==> config.mk <==
export PLATFORM = sky130hd
export DESIGN_NAME = dual_sensor_hysteresis_occupancy_counter
export DESIGN_NICKNAME = d
export VERILOG_FILES = /design/src/rtl/core/dshoc_pkg.sv /design/src/rtl/core/dshoc_step.sv /design/src/rtl/core/dual_sensor_hysteresis_occupancy_counter.sv
export SDC_FILE = /design/constraint.sdc
export NUM_CORES = 1
export LEC_CHECK = 0
export BUFFER_PORTS_ARGS = -buffer_cell sky130_fd_sc_hd__clkbuf_2
export CAP_MARGIN = 20
export CELL_PAD_IN_SITES_DETAIL_PLACEMENT = 1
export CELL_PAD_IN_SITES_GLOBAL_PLACEMENT = 1
export CORE_MARGIN = 4
export CORE_UTILIZATION = 30
export CTS_BUF_LIST = sky130_fd_sc_hd__clkbuf_8
export DETAILED_ROUTE_END_ITERATION = 12
export GPL_ROUTABILITY_DRIVEN = 0
export PLACE_DENSITY_LB_ADDON = 0.1
export SYNTH_ARGS = -nofsm -noshare
export SYNTH_HDL_FRONTEND = slang
export SYNTH_SLANG_ARGS = --single-unit
==> constraint.sdc <==
create_clock -name clk -period 10.4 [get_ports clk]
set_input_delay 0.52 -clock clk [delete_from_list [all_inputs] [get_ports clk]]
set_output_delay 0.52 -clock clk [all_outputs]
set_load 0.03 [all_outputs]
==> src/rtl/core/dshoc_pkg.sv <==
// Shared types and constants for the dual sensor occupancy counter.
// No dependencies; imported by every module of the block.
package dshoc_pkg;

    localparam int SAMPLE_W   = 13;
    localparam int VEL_W      = 12;
    localparam int COUNT_W    = 4;
    localparam int OUT_EVT_W  = 16;
    localparam int CFG_IDX_W  = 3;
    localparam int CFG_DATA_W = 13;
    localparam int IN_DATA_W  = 56;
    localparam int OUT_DATA_W = 40;

    localparam logic [COUNT_W-1:0] CAPACITY_RESET = 4'd3;

    localparam logic OP_TICK = 1'b0;
    localparam logic OP_SET  = 1'b1;

    typedef enum logic [CFG_IDX_W-1:0] {
        REG_LOWER_LOW  = 3'd0,
        REG_LOWER_HIGH = 3'd1,
        REG_UPPER_LOW  = 3'd2,
        REG_UPPER_HIGH = 3'd3,
        REG_CAPACITY   = 3'd4
    } cfg_reg_e;

    // Input item payload, last field in the lowest bits.
    typedef struct packed {
        logic [COUNT_W-1:0]         set_value;
        logic signed [VEL_W-1:0]    top_velocity;
        logic signed [VEL_W-1:0]    bottom_velocity;
        logic signed [SAMPLE_W-1:0] upper_sample;
        logic signed [SAMPLE_W-1:0] lower_sample;
    } item_t;

    typedef struct packed {
        logic [COUNT_W-1:0]         capacity;
        logic signed [SAMPLE_W-1:0] upper_high;
        logic signed [SAMPLE_W-1:0] upper_low;
        logic signed [SAMPLE_W-1:0] lower_high;
        logic signed [SAMPLE_W-1:0] lower_low;
    } cfg_t;

    typedef struct packed {
        logic               lower_flag;
        logic               upper_flag;
        logic [COUNT_W-1:0] held;
    } occ_state_t;

    typedef struct packed {
        logic grab_inc;
        logic score_inc;
    } occ_event_t;

endpackage

==> src/rtl/core/dshoc_step.sv <==
// Single-item update: hysteresis compares and carriage count rules, or a set of the count.
// Depends on dshoc_pkg; used by the top level.
module dshoc_step (
    input  logic                dir_op,
    input  dshoc_pkg::item_t    item,
    input  dshoc_pkg::cfg_t     cfg,
    input  dshoc_pkg::occ_state_t cur,
    output dshoc_pkg::occ_state_t nxt,
    output dshoc_pkg::occ_event_t evt
);
    import dshoc_pkg::*;

    logic bot_fwd;
    logic bot_rev;
    logic top_fwd;
    logic top_rev;
    logic [COUNT_W-1:0] held_mid;

    assign bot_rev = item.bottom_velocity[VEL_W-1];
    assign bot_fwd = !item.bottom_velocity[VEL_W-1] && (|item.bottom_velocity);
    assign top_rev = item.top_velocity[VEL_W-1];
    assign top_fwd = !item.top_velocity[VEL_W-1] && (|item.top_velocity);

    always_comb
    begin
        nxt      = cur;
        evt      = '0;
        held_mid = cur.held;
        if (dir_op == OP_SET)
        begin
            if (item.set_value <= cfg.capacity)
                nxt.held = item.set_value;
        end
        else
        begin
            // lower sensor first
            if (!cur.lower_flag && (item.lower_sample < cfg.lower_low))
            begin
                nxt.lower_flag = 1'b1;
                if (bot_fwd && (cur.held < cfg.capacity))
                begin
                    held_mid     = cur.held + 1'b1;
                    evt.grab_inc = 1'b1;
                end
            end
            else if (cur.lower_flag && (item.lower_sample > cfg.lower_high))
            begin
                nxt.lower_flag = 1'b0;
                if (bot_rev && (cur.held != '0))
                    held_mid = cur.held - 1'b1;
            end
            nxt.held = held_mid;
            if (!cur.upper_flag && (item.upper_sample < cfg.upper_low))
            begin
                nxt.upper_flag = 1'b1;
                if (top_rev && (held_mid < cfg.capacity))
                    nxt.held = held_mid + 1'b1;
            end
            else if (cur.upper_flag && (item.upper_sample > cfg.upper_high))
            begin
                nxt.upper_flag = 1'b0;
                if (top_fwd && (held_mid != '0))
                begin
                    nxt.held      = held_mid - 1'b1;
                    evt.score_inc = 1'b1;
                end
            end
        end
    end

endmodule

==> src/rtl/core/dual_sensor_hysteresis_occupancy_counter.sv <==
// Top level of the dual sensor hysteresis occupancy counter.
// Depends on dshoc_pkg and dshoc_step.
//
//  channel   dir   handshake            payload
//  s_*       in    s_tvalid/s_tready    s_tuser = op, s_tdata = item fields
//  m_*       out   m_tvalid/m_tready    m_tdata = counts and flags
//  cfg_*     in    cfg_valid/cfg_ready  cfg_index, cfg_data
//
// One item per cycle sustained while the output is not stalled; an input
// beat goes through the input register, then the state/result register.
// The state registers double as the result register; an input beat is
// taken while a result waits, and the input stage stalls only when both
// stages are full and m_tready is low. Reset clears all but the input data.
module dual_sensor_hysteresis_occupancy_counter #(
    parameter int EVENT_COUNT_BITS = 16
) (
    input  logic                                clk,
    input  logic                                rst_n,
    input  logic                                s_tvalid,
    output logic                                s_tready,
    // lower_sample, upper_sample, bottom_velocity, top_velocity, set_value
    input  logic [dshoc_pkg::IN_DATA_W-1:0]     s_tdata,
    // op
    input  logic                                s_tuser,
    output logic                                m_tvalid,
    input  logic                                m_tready,
    // carriage_count, grabbed_count, scored_count, lower_blocked, upper_blocked
    output logic [dshoc_pkg::OUT_DATA_W-1:0]    m_tdata,
    input  logic                                cfg_valid,
    output logic                                cfg_ready,
    input  logic [dshoc_pkg::CFG_IDX_W-1:0]     cfg_index,
    input  logic [dshoc_pkg::CFG_DATA_W-1:0]    cfg_data
);
    import dshoc_pkg::*;

    logic                        in_valid_reg;
    logic                        in_op_reg;
    item_t                       in_item_reg;
    logic                        out_valid_reg;
    occ_state_t                  state_reg;
    occ_state_t                  state_next;
    occ_event_t                  evt;
    cfg_t                        cfg_reg;
    logic [EVENT_COUNT_BITS-1:0] grab_reg;
    logic [EVENT_COUNT_BITS-1:0] score_reg;
    logic [31:0]                 grab_wide;
    logic [31:0]                 score_wide;
    logic                        advance;
    logic                        in_beat;

    assign advance   = in_valid_reg && (!out_valid_reg || m_tready);
    assign s_tready  = !in_valid_reg || advance;
    assign in_beat   = s_tvalid && s_tready;
    assign cfg_ready = 1'b1;

    always_ff @(posedge clk or negedge rst_n)
    begin
        if (!rst_n)
        begin
            in_valid_reg <= 1'b0;
        end
        else if (s_tready)
        begin
            in_valid_reg <= s_tvalid;
        end
    end

    always_ff @(posedge clk)
    begin
        if (in_beat)
        begin
            in_op_reg   <= s_tuser;
            in_item_reg <= item_t'(s_tdata[$bits(item_t)-1:0]);
        end
    end

    always_ff @(posedge clk or negedge rst_n)
    begin
        if (!rst_n)
        begin
            cfg_reg.lower_low  <= '0;
            cfg_reg.lower_high <= '0;
            cfg_reg.upper_low  <= '0;
            cfg_reg.upper_high <= '0;
            cfg_reg.capacity   <= CAPACITY_RESET;
        end
        else if (cfg_valid && cfg_ready)
        begin
            unique case (cfg_index)
                REG_LOWER_LOW:  cfg_reg.lower_low  <= cfg_data;
                REG_LOWER_HIGH: cfg_reg.lower_high <= cfg_data;
                REG_UPPER_LOW:  cfg_reg.upper_low  <= cfg_data;
                REG_UPPER_HIGH: cfg_reg.upper_high <= cfg_data;
                REG_CAPACITY:   cfg_reg.capacity   <= cfg_data[COUNT_W-1:0];
                default:        ;
            endcase
        end
    end

    dshoc_step u_step (
        .dir_op (in_op_reg),
        .item   (in_item_reg),
        .cfg    (cfg_reg),
        .cur    (state_reg),
        .nxt    (state_next),
        .evt    (evt)
    );

    always_ff @(posedge clk or negedge rst_n)
    begin
        if (!rst_n)
        begin
            out_valid_reg <= 1'b0;
            state_reg     <= '0;
            grab_reg      <= '0;
            score_reg     <= '0;
        end
        else
        begin
            if (advance)
            begin
                out_valid_reg <= 1'b1;
                state_reg     <= state_next;
                if (evt.grab_inc)
                    grab_reg <= grab_reg + 1'b1;
                if (evt.score_inc)
                    score_reg <= score_reg + 1'b1;
            end
            else if (m_tready)
            begin
                out_valid_reg <= 1'b0;
            end
        end
    end

    assign grab_wide  = 32'(grab_reg);
    assign score_wide = 32'(score_reg);

    assign m_tvalid = out_valid_reg;
    assign m_tdata  = {2'b00,
                       state_reg.upper_flag,
                       state_reg.lower_flag,
                       score_wide[OUT_EVT_W-1:0],
                       grab_wide[OUT_EVT_W-1:0],
                       state_reg.held};

endmodule

==> summary.md, run 1 <==
The clock passes through at most 2 buffers. The routed layout has 5,470 vias. The synthesized design contains 55 enable-type register cells. Yosys printed 0 warnings. STA classifies the critical path startpoint as a flop. The later-pin clock latency in the skew report was 0.46 ns; the post-route clock period utilization was 45.8%. Measured in cells, the most critical reg-to-reg path has a length of 17.

Derived from the worst setup path, the maximum achievable clock frequency is 0.210 GHz. In the final layout, the share of cells above drive strength 1 is 23.6%. The global router's overall resource usage was 14.2%. During I/O placement, the number of pins put on the boundary was 121. The clock buffer count from CTS was 17; the required time reported for the critical path endpoint was 10.76 ns. The run gives 0.00764 mm² as the summed instance area of the synthesized netlist. The tools report the arrival time of data at the critical path endpoint as 5.12 ns.

The setup path with the least slack is of type flop to flop. The distinct cell type count of the synthesized netlist was 72; the count of filler cells inserted in the layout was 2,841. Entering global routing, the biggest net connects 68 pins.

In this run the horizontal extent of the chip is 168 µm. The count of final hold-check violations was 0. Subtracting the final worst setup slack from the clock period gives 4.76 ns.

Tracing the worst setup path back leads to its startpoint at m_tdata[3]$_DFFE_PN0P_. The routed length on met2 was 9700 µm; the maximum fanout along the worst path was 9. The via-per-instance ratio was 4.76. After layout, the worst setup slack is 5.64 ns.

In this run the critical register-to-register path is captured at m_tdata[3]$_DFFE_PN0P_. 0 antenna diodes ended up in the layout. Counting flops with an async set or reset pin after synthesis yields a share of 63.6%. The register with the most flip-flops in the layout has 56 of them. For the max-slew violation total from the final report, the log shows 0. The flow ran to the end, and the final reports show no timing, DRC or antenna violations. The worst-case IR drop observed on VDD is 0.0738 mV. In this run the static leakage power is 4.06 nW.

The H-tree was split into 4 levels. The tools report the worst-case setup slack after placement as 5.68 ns. The capture endpoint of the worst hold path is in_item_reg[43]$_DFFE_PP_. The worst hold path depth came out at 1. The run gives 6,104 as the via count of the first global-routing pass.

The number of input and output port buffers inserted works out to 115. Initial antenna violation count: 0. The worst hold path belongs to the class input pin to flop. The aggregate negative setup slack came out at 0 ns.

At the pin with the least slew margin, the transition time is 1.02 ns. The routed design uses 765 µm of met3 wire. Setup violations remaining at the end of the flow were counted as 0. The number of maximum-capacitance violations is 0, and the initial core utilization is 30.4%. The wire length per cell came out at 17.0 µm. The DRC violation count after routing is 0. Setup repair after global routing left no endpoint under its margin. The worst hold path begins at s_tdata[43]. The row count is 58. The largest clock skew in the final design was 0.0143 ns; the iteration count of the initial detailed-routing pass was 4. The worst pin sits at a relative slew slack of 32.0%. The tools report the wire length of the first global-routing pass as 31,700 µm. The highest layer used for signal routing is met4. TritonCTS built the clock tree. The net count of the finished layout is 950.

For this design the ratio of total power to cell area is 198 mW/mm². The worst register-to-register path has a setup slack of 5.64 ns. The region available for standard cell placement spans 0.0251 mm². The synthesis-to-finish area growth was 18.4%. The library cell used most frequently in the layout, excluding fill and tap cells, is sky130_fd_sc_hd__clkbuf_2. In the synthesized netlist the dominant register cell turns out to be sky130_fd_sc_hd__dfrtp_1. The floorplan step defined a die boundary enclosing 0.0281 mm².

The overall routed net length was 19,600 µm; the clock input transition at the sequential cells of the worst setup and hold paths was 0.09 ns. The sum of overflow across all layers after global routing was 0. The number of synthesized register bits came out at 151. The detailed router put a total of 8810 µm of wire on met1. Synthesis produced a netlist whose cell count is 682. Remaining antenna violation count after routing: 0.

In this run the critical register-to-register path is launched from m_tdata[3]$_DFFE_PN0P_. After the first detailed-routing iteration, the DRC count stood at 191. The run gives 0 as the number of gates resized after cts. Leaving out fill and tap cells, the most frequent cells in the layout are sky130_fd_sc_hd__clkbuf_2, sky130_fd_sc_hd__dfrtp_1, sky130_fd_sc_hd__inv_1, sky130_fd_sc_hd__nand2_1, sky130_fd_sc_hd__ha_1. After synthesis, flip-flops and latches occupy 53.1% of the total area. A synthesized cell averages 11.2 µm².

Number of clock sinks: 151. STA classifies the critical path endpoint as a flop. The overall die height is 168 µm.

The library cell used as clock root buffer was sky130_fd_sc_hd__clkbuf_8. The half-perimeter wire length of the detailed placement result is 14,700 µm.
==> synth_stat cells (13+ instances only) <==
cell type	number	area, µm²
sky130_fd_sc_hd__nor2_1	38	143
sky130_fd_sc_hd__xnor2_1	24	210
sky130_fd_sc_hd__nand2_1	67	251
sky130_fd_sc_hd__ha_1	66	826
sky130_fd_sc_hd__nand4_1	13	81.3
sky130_fd_sc_hd__o21ai_0	54	270
sky130_fd_sc_hd__edfxtp_1	55	1650
sky130_fd_sc_hd__a21oi_1	17	85.1
sky130_fd_sc_hd__mux2_2	19	214
sky130_fd_sc_hd__inv_1	68	255
sky130_fd_sc_hd__dfrtp_1	94	2350
sky130_fd_sc_hd__nand3_1	24	120
==> layout make-up <==
cell class / count / area (µm²) / area share (%)
flip-flops and latches: 151 / 4060 / 44.9
multi-input cells: 450 / 3280 / 36.3
repair buffers: 118 / 603 / 6.67
well taps: 330 / 413 / 4.57
inverters: 68 / 255 / 2.82
clock buffers: 17 / 234 / 2.59
clock inverters: 15 / 203 / 2.24
==> kinds of logic after synthesis <==
kind of cell / after synthesis / synth area share (%)
simple gates: 200 / 13.4
flops: 151 / 53.1
compound gates: 124 / 11.1
buf+inv: 82 / 4.19
fa+ha+maj: 66 / 10.8
xor+xnor: 34 / 3.90
mux: 23 / 3.39
other cells: 2 / 0.0983
==> how the worst max path moves through the flow <==
stage,end,slack [ns]
after global placement,m_tdata[3]$_DFFE_PN0P_,5.75
after detailed placement,m_tdata[3]$_DFFE_PN0P_,5.68
after floorplan,m_tdata[3]$_DFFE_PN0P_,6.40
after global routing,m_tdata[1]$_DFFE_PN0P_,5.20
after CTS,m_tdata[3]$_DFFE_PN0P_,5.60
final,m_tdata[3]$_DFFE_PN0P_,5.64
==> power breakdown <==
group          internal (mW)  switching (mW)  leakage [nW]
combinational          0.208           0.317          2.12
clock                  0.263           0.242         0.222
sequential             0.701          0.0646          1.72
==> per-layer routing <==
metal | GRT usage, % | vias to the layer above
met5 | 0 | -
met2 | 24.7 | 87
met3 | 3.19 | 18
met1 | 18.1 | 2724
met4 | 3.63 | 0
li1 | - | 2641
==> worst max-delay path: stages (launching register included) <==
cell	delay (ns)
sky130_fd_sc_hd__dfrtp_1	0.51
sky130_fd_sc_hd__ha_1	0.26
sky130_fd_sc_hd__nor3_1	0.46
sky130_fd_sc_hd__o41ai_4	0.27
sky130_fd_sc_hd__nor4b_1	0.52
sky130_fd_sc_hd__nor2_1	0.18
sky130_fd_sc_hd__a2bb2oi_2	0.23
sky130_fd_sc_hd__xnor2_1	0.27
sky130_fd_sc_hd__ha_1	0.30
sky130_fd_sc_hd__nand2_1	0.07
sky130_fd_sc_hd__nand2_1	0.06
sky130_fd_sc_hd__or2_2	0.28
sky130_fd_sc_hd__a211o_1	0.31
sky130_fd_sc_hd__and4bb_1	0.27
sky130_fd_sc_hd__a31oi_1	0.06
sky130_fd_sc_hd__xnor2_1	0.26
sky130_fd_sc_hd__nor2_1	0.07
sky130_fd_sc_hd__a221oi_1	0.27
==> per-stage QoR <==
step | power (mW) | hold slack, ns | utilization, % | instances | cell area (µm²)
5_1_grt | 1.93 | 0.197 | 36.0 | 1149 | 9040
2_1_floorplan | 1.13 | 0.224 | - | 683 | 7640
6_report | 1.79 | 0.229 | 36.0 | 1149 | 9040
4_1_cts | 1.83 | 0.200 | 36.0 | 1149 | 9040
3_5_place_dp | 1.31 | 0.478 | 34.2 | 1116 | 8600
3_3_place_gp | 1.29 | 0.458 | 34.2 | 1116 | 8600
==> what timing repair did <==
action,4_1_cts,5_1_grt
hold endpoints to repair,18,0
hold buffers,1,0
buffers inserted,0,0
Note: power is estimated with default switching activity, not from simulation.
==> run 2: changes to the inputs <==
==> constraint.sdc (replaced) <==
create_clock -name clk -period 4 [get_ports clk]
set_input_delay 0.2 -clock clk [delete_from_list [all_inputs] [get_ports clk]]
set_output_delay 0.2 -clock clk [all_outputs]
set_load 0.03 [all_outputs]
==> summary.md, run 2 (same netlist as run 1, synthesis figures left out) <==
Diode insertion count for antenna repair: 0 (unchanged). The logs give 15.6% (+1.3 points) for the global router's overall resource usage and 0 (unchanged) for the initial antenna violation count. For the count of final hold-check violations, the log shows 0 (unchanged).

For the aggregate negative setup slack, the log shows -0.201 ns (-0.201 ns). The run finished, with violations left. The minimum clock period after layout is 4.13 ns (-0.635 ns), and the fraction of final layout cells with drive strength greater than 1 is 31.0% (+7.5 points).

The startpoint type of the worst setup path was a flop. The overall die height came out at 168 µm (unchanged). The via count of the first global-routing pass is 6,440 (+5.5%), and the later-pin clock latency in the skew report is 0.46 ns (about the same). Most common cell after layout, fill and taps aside: sky130_fd_sc_hd__clkbuf_2. The total via count after detailed routing was 5,867 (+7.3%); the row count was 58 (unchanged).

The H-tree depth came out at 4 (unchanged). The DRC violation count after routing is 0 (unchanged). The cell area power density is 495 mW/mm² (+150%). The flip-flop count of the largest register after layout was 56 (unchanged); the sum of overflow across all layers after global routing was 0 (unchanged).

The run gives 2 (unchanged) as the deepest clock path buffer count. The total power was 5.10 mW (+180%); the maximum ir drop on the vdd rail was 0.196 mV (+170%). Area enclosed by the die boundary: 0.0281 mm² (unchanged). The overall routed net length was 21,600 µm (+10%).

The logs give 4 (unchanged) for the iteration count of the initial detailed-routing pass and 2,776 (-2.3%) for the count of filler cells inserted in the layout. Worst-margin pin slew: 1.03 ns (+0.00633 ns). Setup repair after global routing could not meet its margin everywhere. The initial core utilization was 30.4% (unchanged); the number of nets in the layout was 1,062 (+12%). The arrival time of data at the critical path endpoint came out at 4.49 ns (-0.63 ns). The post-route clock period utilization is 103% (+57 points), and the register-to-register path setup slack is -0.13 ns (-5.77 ns). For the wire length of the first global-routing pass, the log shows 34,800 µm (+9.5%). Maximum fanout along the worst path: 2 (-7).

The utilization after layout was 41.1% (+5.0 points). The clock buffer count from CTS is 17 (unchanged). The tools report the remaining antenna violation count after routing as 0 (unchanged).

The half-perimeter wire length of the detailed placement result was 15,900 µm (+8.4%). The number of cells after detailed placement was 1,159 (+3.9%); the number of top-level design ports was 121 (unchanged). The die boundary width was 168 µm (unchanged); the final worst-path setup slack was -0.129 ns (-5.77 ns). Relative to the synthesized area, the layout overhead comes to 35.0%. The tools report the largest clock skew in the final design as 0.0167 ns (+0.00239 ns).

The run gives 0.0251 mm² (unchanged) as the total core area. The clock input transition at the sequential cells of the worst setup and hold paths is 0.10 ns (about the same), and the number of maximum-capacitance violations is 0 (unchanged). Violation count after the first detailed-routing iteration: 230 (+20%).

Leaving out fill and tap cells, the most frequent cells in the layout are sky130_fd_sc_hd__clkbuf_2, sky130_fd_sc_hd__dfrtp_1, sky130_fd_sc_hd__inv_1, sky130_fd_sc_hd__nand2_1, sky130_fd_sc_hd__dlygate4sd3_1. Max-slew violation total from the final report: 0 (unchanged). The final number of setup-violating endpoints is 3 (+3). The standby leakage power was 4.59 nW (+13%); the wire length per cell was 17.1 µm (+0.61%). The via-per-instance ratio works out to 4.65 (-2.3%).

The min-delay analysis places its worst path in the category input pin to flop. TritonCTS built the clock tree. Worst-case setup slack after placement: -0.320 ns (-6.00 ns). Library cell used as clock root buffer: sky130_fd_sc_hd__clkbuf_8. The tools report the worst hold slack across all endpoints as 0.0310 ns (-0.198 ns). The number of input and output port buffers inserted works out to 115 (unchanged).

For the post-route cell area, the log shows 0.0103 mm² (+14%). The run gives 0.242 GHz (+15%) as the peak clock frequency supported by timing. The final reports fail on setup timing.

Post-placement cell area: 0.00892 mm² (+3.8%). The final instance count without filler cells is 1,261 (+9.7%). The worst slew margin relative to its limit is 31.6% (-0.42 points), and the required time reported for the critical path endpoint is 4.36 ns (-6.40 ns). The worst setup path is captured at a flop.

Pin count of the biggest net entering global routing: 66 (-2.9%). For the number of clock sinks, the log shows 151 (unchanged). By startpoint and endpoint, the worst setup path is classified as flop to flop.
run 2: changes by cell type in the layout (fill, tap and decap cells not counted), sizes merged:
cell,previous run,this run
dlygate4sd3,1,58
buf,3,58
clkinv,7,2
inv,71,75
clkinvlp,1,4
bufinv,4,2
run 2: final timing paths:
path | start | endpoint | depth (start not counted)
hold reg to reg | grab_reg[15]$_DFFE_PN0P_ | grab_reg[15]$_DFFE_PN0P_ | 1
hold / removal | cfg_data[6] | cfg_reg[6]$_DFFE_PN0P_ | 3
setup / recovery | in_item_reg[10]$_DFFE_PP_ | m_tdata[3]$_DFFE_PN0P_ | 18
setup reg to reg | in_item_reg[10]$_DFFE_PP_ | m_tdata[3]$_DFFE_PN0P_ | 18
min in group asynchronous | rst_n | cfg_reg[31]$_DFFE_PN0P_ | 2
max in group asynchronous | rst_n | cfg_reg[52]$_DFFE_PN1P_ | 3
run 2: repair_timing:
item,CTS,global route
gates resized for setup,27,31
hold endpoints to repair,121,0
endpoints found under the setup margin,4,4
hold buffers,58,0
pin swaps,26,25
setup buffers,7,6
run 2: power breakdown:
group	total (mW)	internal [mW]	switching, mW
Combinational	1.92	0.869	1.06
Sequential	1.95	1.82	0.127
Clock	1.23	0.568	0.662
run 2: cell type report:
type	count	area, µm²	area share, %
tap	330	413	4.01
clock inverter	15	165	1.60
multi-input combinational	450	3590	34.9
inverter	68	255	2.48
sequential	151	4060	39.3
timing repair buffer	230	1590	15.4
clock buffer	17	234	2.27
run 2: routing by layer:
metal | routed length [µm] | vias to the layer above | GRT usage [%]
met1 | 9910 | 2907 | 20.1
met4 | 138 | 0 | 3.07
met2 | 11000 | 74 | 27.3
met5 | 0 | - | 0
li1 | - | 2875 | -
met3 | 571 | 11 | 3.23
run 2: worst max-delay path: stages (launching register included):
cell,delay (ns)
sky130_fd_sc_hd__edfxtp_1,0.49
sky130_fd_sc_hd__ha_4,0.31
sky130_fd_sc_hd__nand4_1,0.13
sky130_fd_sc_hd__or4_4,0.56
sky130_fd_sc_hd__nand3_2,0.08
sky130_fd_sc_hd__a21oi_2,0.04
sky130_fd_sc_hd__or2_4,0.26
sky130_fd_sc_hd__a2bb2oi_4,0.18
sky130_fd_sc_hd__xnor2_2,0.14
sky130_fd_sc_hd__ha_2,0.31
sky130_fd_sc_hd__nand2_2,0.07
sky130_fd_sc_hd__nand2_2,0.06
sky130_fd_sc_hd__or2_4,0.23
sky130_fd_sc_hd__a211o_1,0.30
sky130_fd_sc_hd__and4bb_1,0.29
sky130_fd_sc_hd__a31oi_2,0.06
sky130_fd_sc_hd__xnor2_2,0.21
sky130_fd_sc_hd__nor2_1,0.08
sky130_fd_sc_hd__a221oi_2,0.23
==> run 3: changes to the inputs <==
--- a/config.mk
+++ b/config.mk
@@ -14,6 +14,7 @@
 export CTS_BUF_LIST = sky130_fd_sc_hd__clkbuf_8
 export DETAILED_ROUTE_END_ITERATION = 12
 export GPL_ROUTABILITY_DRIVEN = 0
+export MAX_ROUTING_LAYER = met4
 export PLACE_DENSITY_LB_ADDON = 0.1
 export SYNTH_ARGS = -nofsm -noshare
 export SYNTH_HDL_FRONTEND = slang
==> summary.md, run 3 (same netlist as run 1, synthesis figures left out) <==
The flow ran to the end, but the final reports show violations. The final reports fail on setup timing. For the initial antenna violation count, the log shows 0 (unchanged).

The wire length of the first global-routing pass was 34,700 µm (about the same); the wire length per cell was 17.2 µm (+0.32%). In this run the critical register-to-register path is captured at m_tdata[3]$_DFFE_PN0P_. Post-route cell area: 0.0103 mm² (+0.13%).

The worst stage delay on the critical path is 0.56 ns (about the same). The half-perimeter wire length of the detailed placement result came out at 15,900 µm (unchanged). The sum of overflow across all layers after global routing was 0 (unchanged); the standby leakage power was 4.60 nW (+0.19%). The number of input and output port buffers inserted was 115 (unchanged); the number of nets in the layout was 1,063 (+0.094%). The overall die height was 168 µm (unchanged); the pin count of the biggest net entering global routing was 66 (unchanged). H-tree depth: 4 (unchanged).

The clock input transition at the sequential cells of the worst setup and hold paths is 0.10 ns (about the same), and the total core area is 0.0251 mm² (unchanged). The max-slew violation total from the final report is 0 (unchanged), and the deepest clock path buffer count is 2 (unchanged). The count of final hold-check violations was 0 (unchanged). The worst slew margin relative to its limit was 32.7% (+1.1 points). The cell area power density works out to 495 mW/mm² (about the same).

The tools report the power share of the clock group as 24.1% (about the same). For the global router's overall resource usage, the log shows 16.1% (+0.49 points). The worst-margin pin slew was 1.01 ns (-0.0167 ns); the initial core utilization was 30.4% (unchanged).

The worst hold path depth is 3 (unchanged). The worst setup path is of the flop to flop kind. The run gives 1.85 mW (+0.39%) as the switching component of the power.

The signal on the critical path passes through ha_4, nand4_1, or4_4, nand3_2, a21oi_2, or2_4, a2bb2oi_4, xnor2_2, ha_2, nand2_2, nand2_2, or2_4, a211o_1, and4bb_1, a31oi_2, xnor2_2, nor2_1, a221oi_2. The number of maximum-capacitance violations is 0 (unchanged), and the fraction of power consumed by sequential logic is 38.2% (about the same). The tools report the diode insertion count for antenna repair as 0 (unchanged). Library cell used as clock root buffer: sky130_fd_sc_hd__clkbuf_8. Clock buffer count from CTS: 17 (unchanged). The capture endpoint of the worst hold path is cfg_reg[6]$_DFFE_PN0P_. STA classifies the critical path startpoint as a flop.

The flip-flop count of the largest register after layout was 56 (unchanged). The fraction of final layout cells with drive strength greater than 1 was 31.0% (-0.033 points). The top cell types in the final layout, fill and taps aside, are sky130_fd_sc_hd__clkbuf_2, sky130_fd_sc_hd__dfrtp_1, sky130_fd_sc_hd__inv_1, sky130_fd_sc_hd__nand2_1. The logs give 0.197 mV (+0.11%) for the maximum ir drop on the vdd rail and 3.26 mW (about the same) for the internal power consumption. The post-route clock period utilization is 104% (+0.33 points), and the iteration count of the initial detailed-routing pass is 4 (unchanged).

The final worst-path setup slack came out at -0.142 ns (-0.0133 ns). Setup repair after global routing could not meet its margin everywhere. The area enclosed by the die boundary was 0.0281 mm² (unchanged); the row count was 58 (unchanged). The aggregate negative setup slack is -0.235 ns (-0.0332 ns). Nature of the critical path endpoint: a flop. The synthesis-to-finish area growth was 35.2%. The maximum fanout along the worst path works out to 2 (unchanged). The library cell used most frequently in the layout, excluding fill and tap cells, is sky130_fd_sc_hd__clkbuf_2.

For the part of the power in combinational logic, the log shows 37.7% (about the same). The later-pin clock latency in the skew report is 0.46 ns (about the same). The critical hold path startpoint was cfg_data[6]. For the final number of setup-violating endpoints, the log shows 3 (unchanged).

For the via count of the first global-routing pass, the log shows 6,436 (-0.062%). The required time reported for the critical path endpoint was 4.36 ns (about the same); the largest clock skew in the final design was 0.0179 ns (+0.00128 ns). TritonCTS built the clock tree. The run gives -0.14 ns (about the same) as the register-to-register path setup slack. The die boundary width was 168 µm (unchanged).

The slowest library cell on the worst path is sky130_fd_sc_hd__or4_4. For the total power, the log shows 5.11 mW (+0.12%). Peak clock frequency supported by timing: 0.241 GHz (-0.32%).

The number of clock sinks was 151 (unchanged). The logs give 0 (unchanged) for the DRC violation count after routing and 0.00892 mm² (unchanged) for the post-placement cell area. The switching share of total power was 36.2% (+0.097 points). The run gives 1,262 (+0.079%) as the final instance count without filler cells. The arrival time of data at the critical path endpoint came out at 4.51 ns (+0.02 ns). For the violation count after the first detailed-routing iteration, the log shows 240 (+4.3%). The run gives 121 (unchanged) as the number of top-level design ports. The minimum clock period after layout is 4.14 ns (+0.0133 ns), and the total via count after detailed routing is 5,874 (+0.12%). The worst reg-to-reg path cell count is 18 (unchanged), and the via-per-instance ratio is 4.65 (about the same).

Remaining antenna violation count after routing: 0 (unchanged). In this run the critical register-to-register path is launched from in_item_reg[10]$_DFFE_PP_. The path class of the tightest hold or removal check is input pin to flop.

The logs give 1,159 (unchanged) for the number of cells after detailed placement and 21,700 µm (+0.40%) for the overall routed net length.
[run 3: layout make-up]
| cell class | count | area (µm²) |
|---|---|---|
| clock buffer | 17 | 234 |
| clock inverter | 15 | 165 |
| fill | 2771 | 14800 |
| inverter | 68 | 255 |
| multi-input combinational | 450 | 3590 |
| sequential | 151 | 4060 |
| tap | 330 | 413 |
| timing repair buffer | 231 | 1610 |
[run 3: worst max-delay path, delay by kind of cell, from the launching register on]
kind	cells	cell delay, ns
xor+xnor	2	0.36
simple gates	9	1.76
compound gates	5	0.82
flops	1	0.49
fa+ha+maj	2	0.62
[run 3: routing by layer]
layer	vias to the layer above	routed length (µm)	GRT usage (%)
li1	2878	-	-
met1	2904	9960	20.2
met2	82	11000	27.3
met3	10	612	3.07
met4	0	126	3.18
met5	-	0	-
[run 3: through the flow]
step                setup slack [ns]  hold WS [ns]  utilization (%)
CTS                           -0.201      0.000932             40.2
finish                        -0.142        0.0294             41.1
floorplan                    0.00610       -0.0956                -
detailed placement            -0.320         0.379             35.5
global route                  -0.344        0.0118             41.1
global placement              -0.210         0.376             35.5
[run 3: repair_timing]
item                                    4_1_cts  5_1_grt
hold buffers                                 58        0
resized for setup                            27       33
buffers inserted                              7        7
endpoints found under the hold margin       121        0
endpoints found under the setup margin        4        4
pin swaps                                    26       29
[run 3: power by group through the flow]
stage | Clock [mW] | Sequential [mW] | Combinational, mW
finish | 1.23 | 1.95 | 1.93
global route | 1.35 | 1.98 | 2.13
CTS | 1.28 | 1.95 | 1.83
detailed placement | 0 | 1.98 | 1.65
global placement | 0 | 1.97 | 1.60
floorplan | 0 | 2.07 | 0.872
[run 3: how the worst max path moves through the flow]
stage	from	to	slack, ns	cells past startpoint
5_1_grt	in_item_reg[10]$_DFFE_PP_	m_tdata[3]$_DFFE_PN0P_	-0.34	18
3_5_place_dp	in_item_reg[10]$_DFFE_PP_	m_tdata[3]$_DFFE_PN0P_	-0.32	18
2_1_floorplan	in_item_reg[10]$_DFFE_PP_	m_tdata[3]$_DFFE_PN0P_	0.006	18
6_report	in_item_reg[10]$_DFFE_PP_	m_tdata[3]$_DFFE_PN0P_	-0.14	18
4_1_cts	in_item_reg[11]$_DFFE_PP_	m_tdata[3]$_DFFE_PN0P_	-0.20	17
3_3_place_gp	cfg_reg[53]$_DFFE_PN1P_	m_tdata[3]$_DFFE_PN0P_	-0.21	18
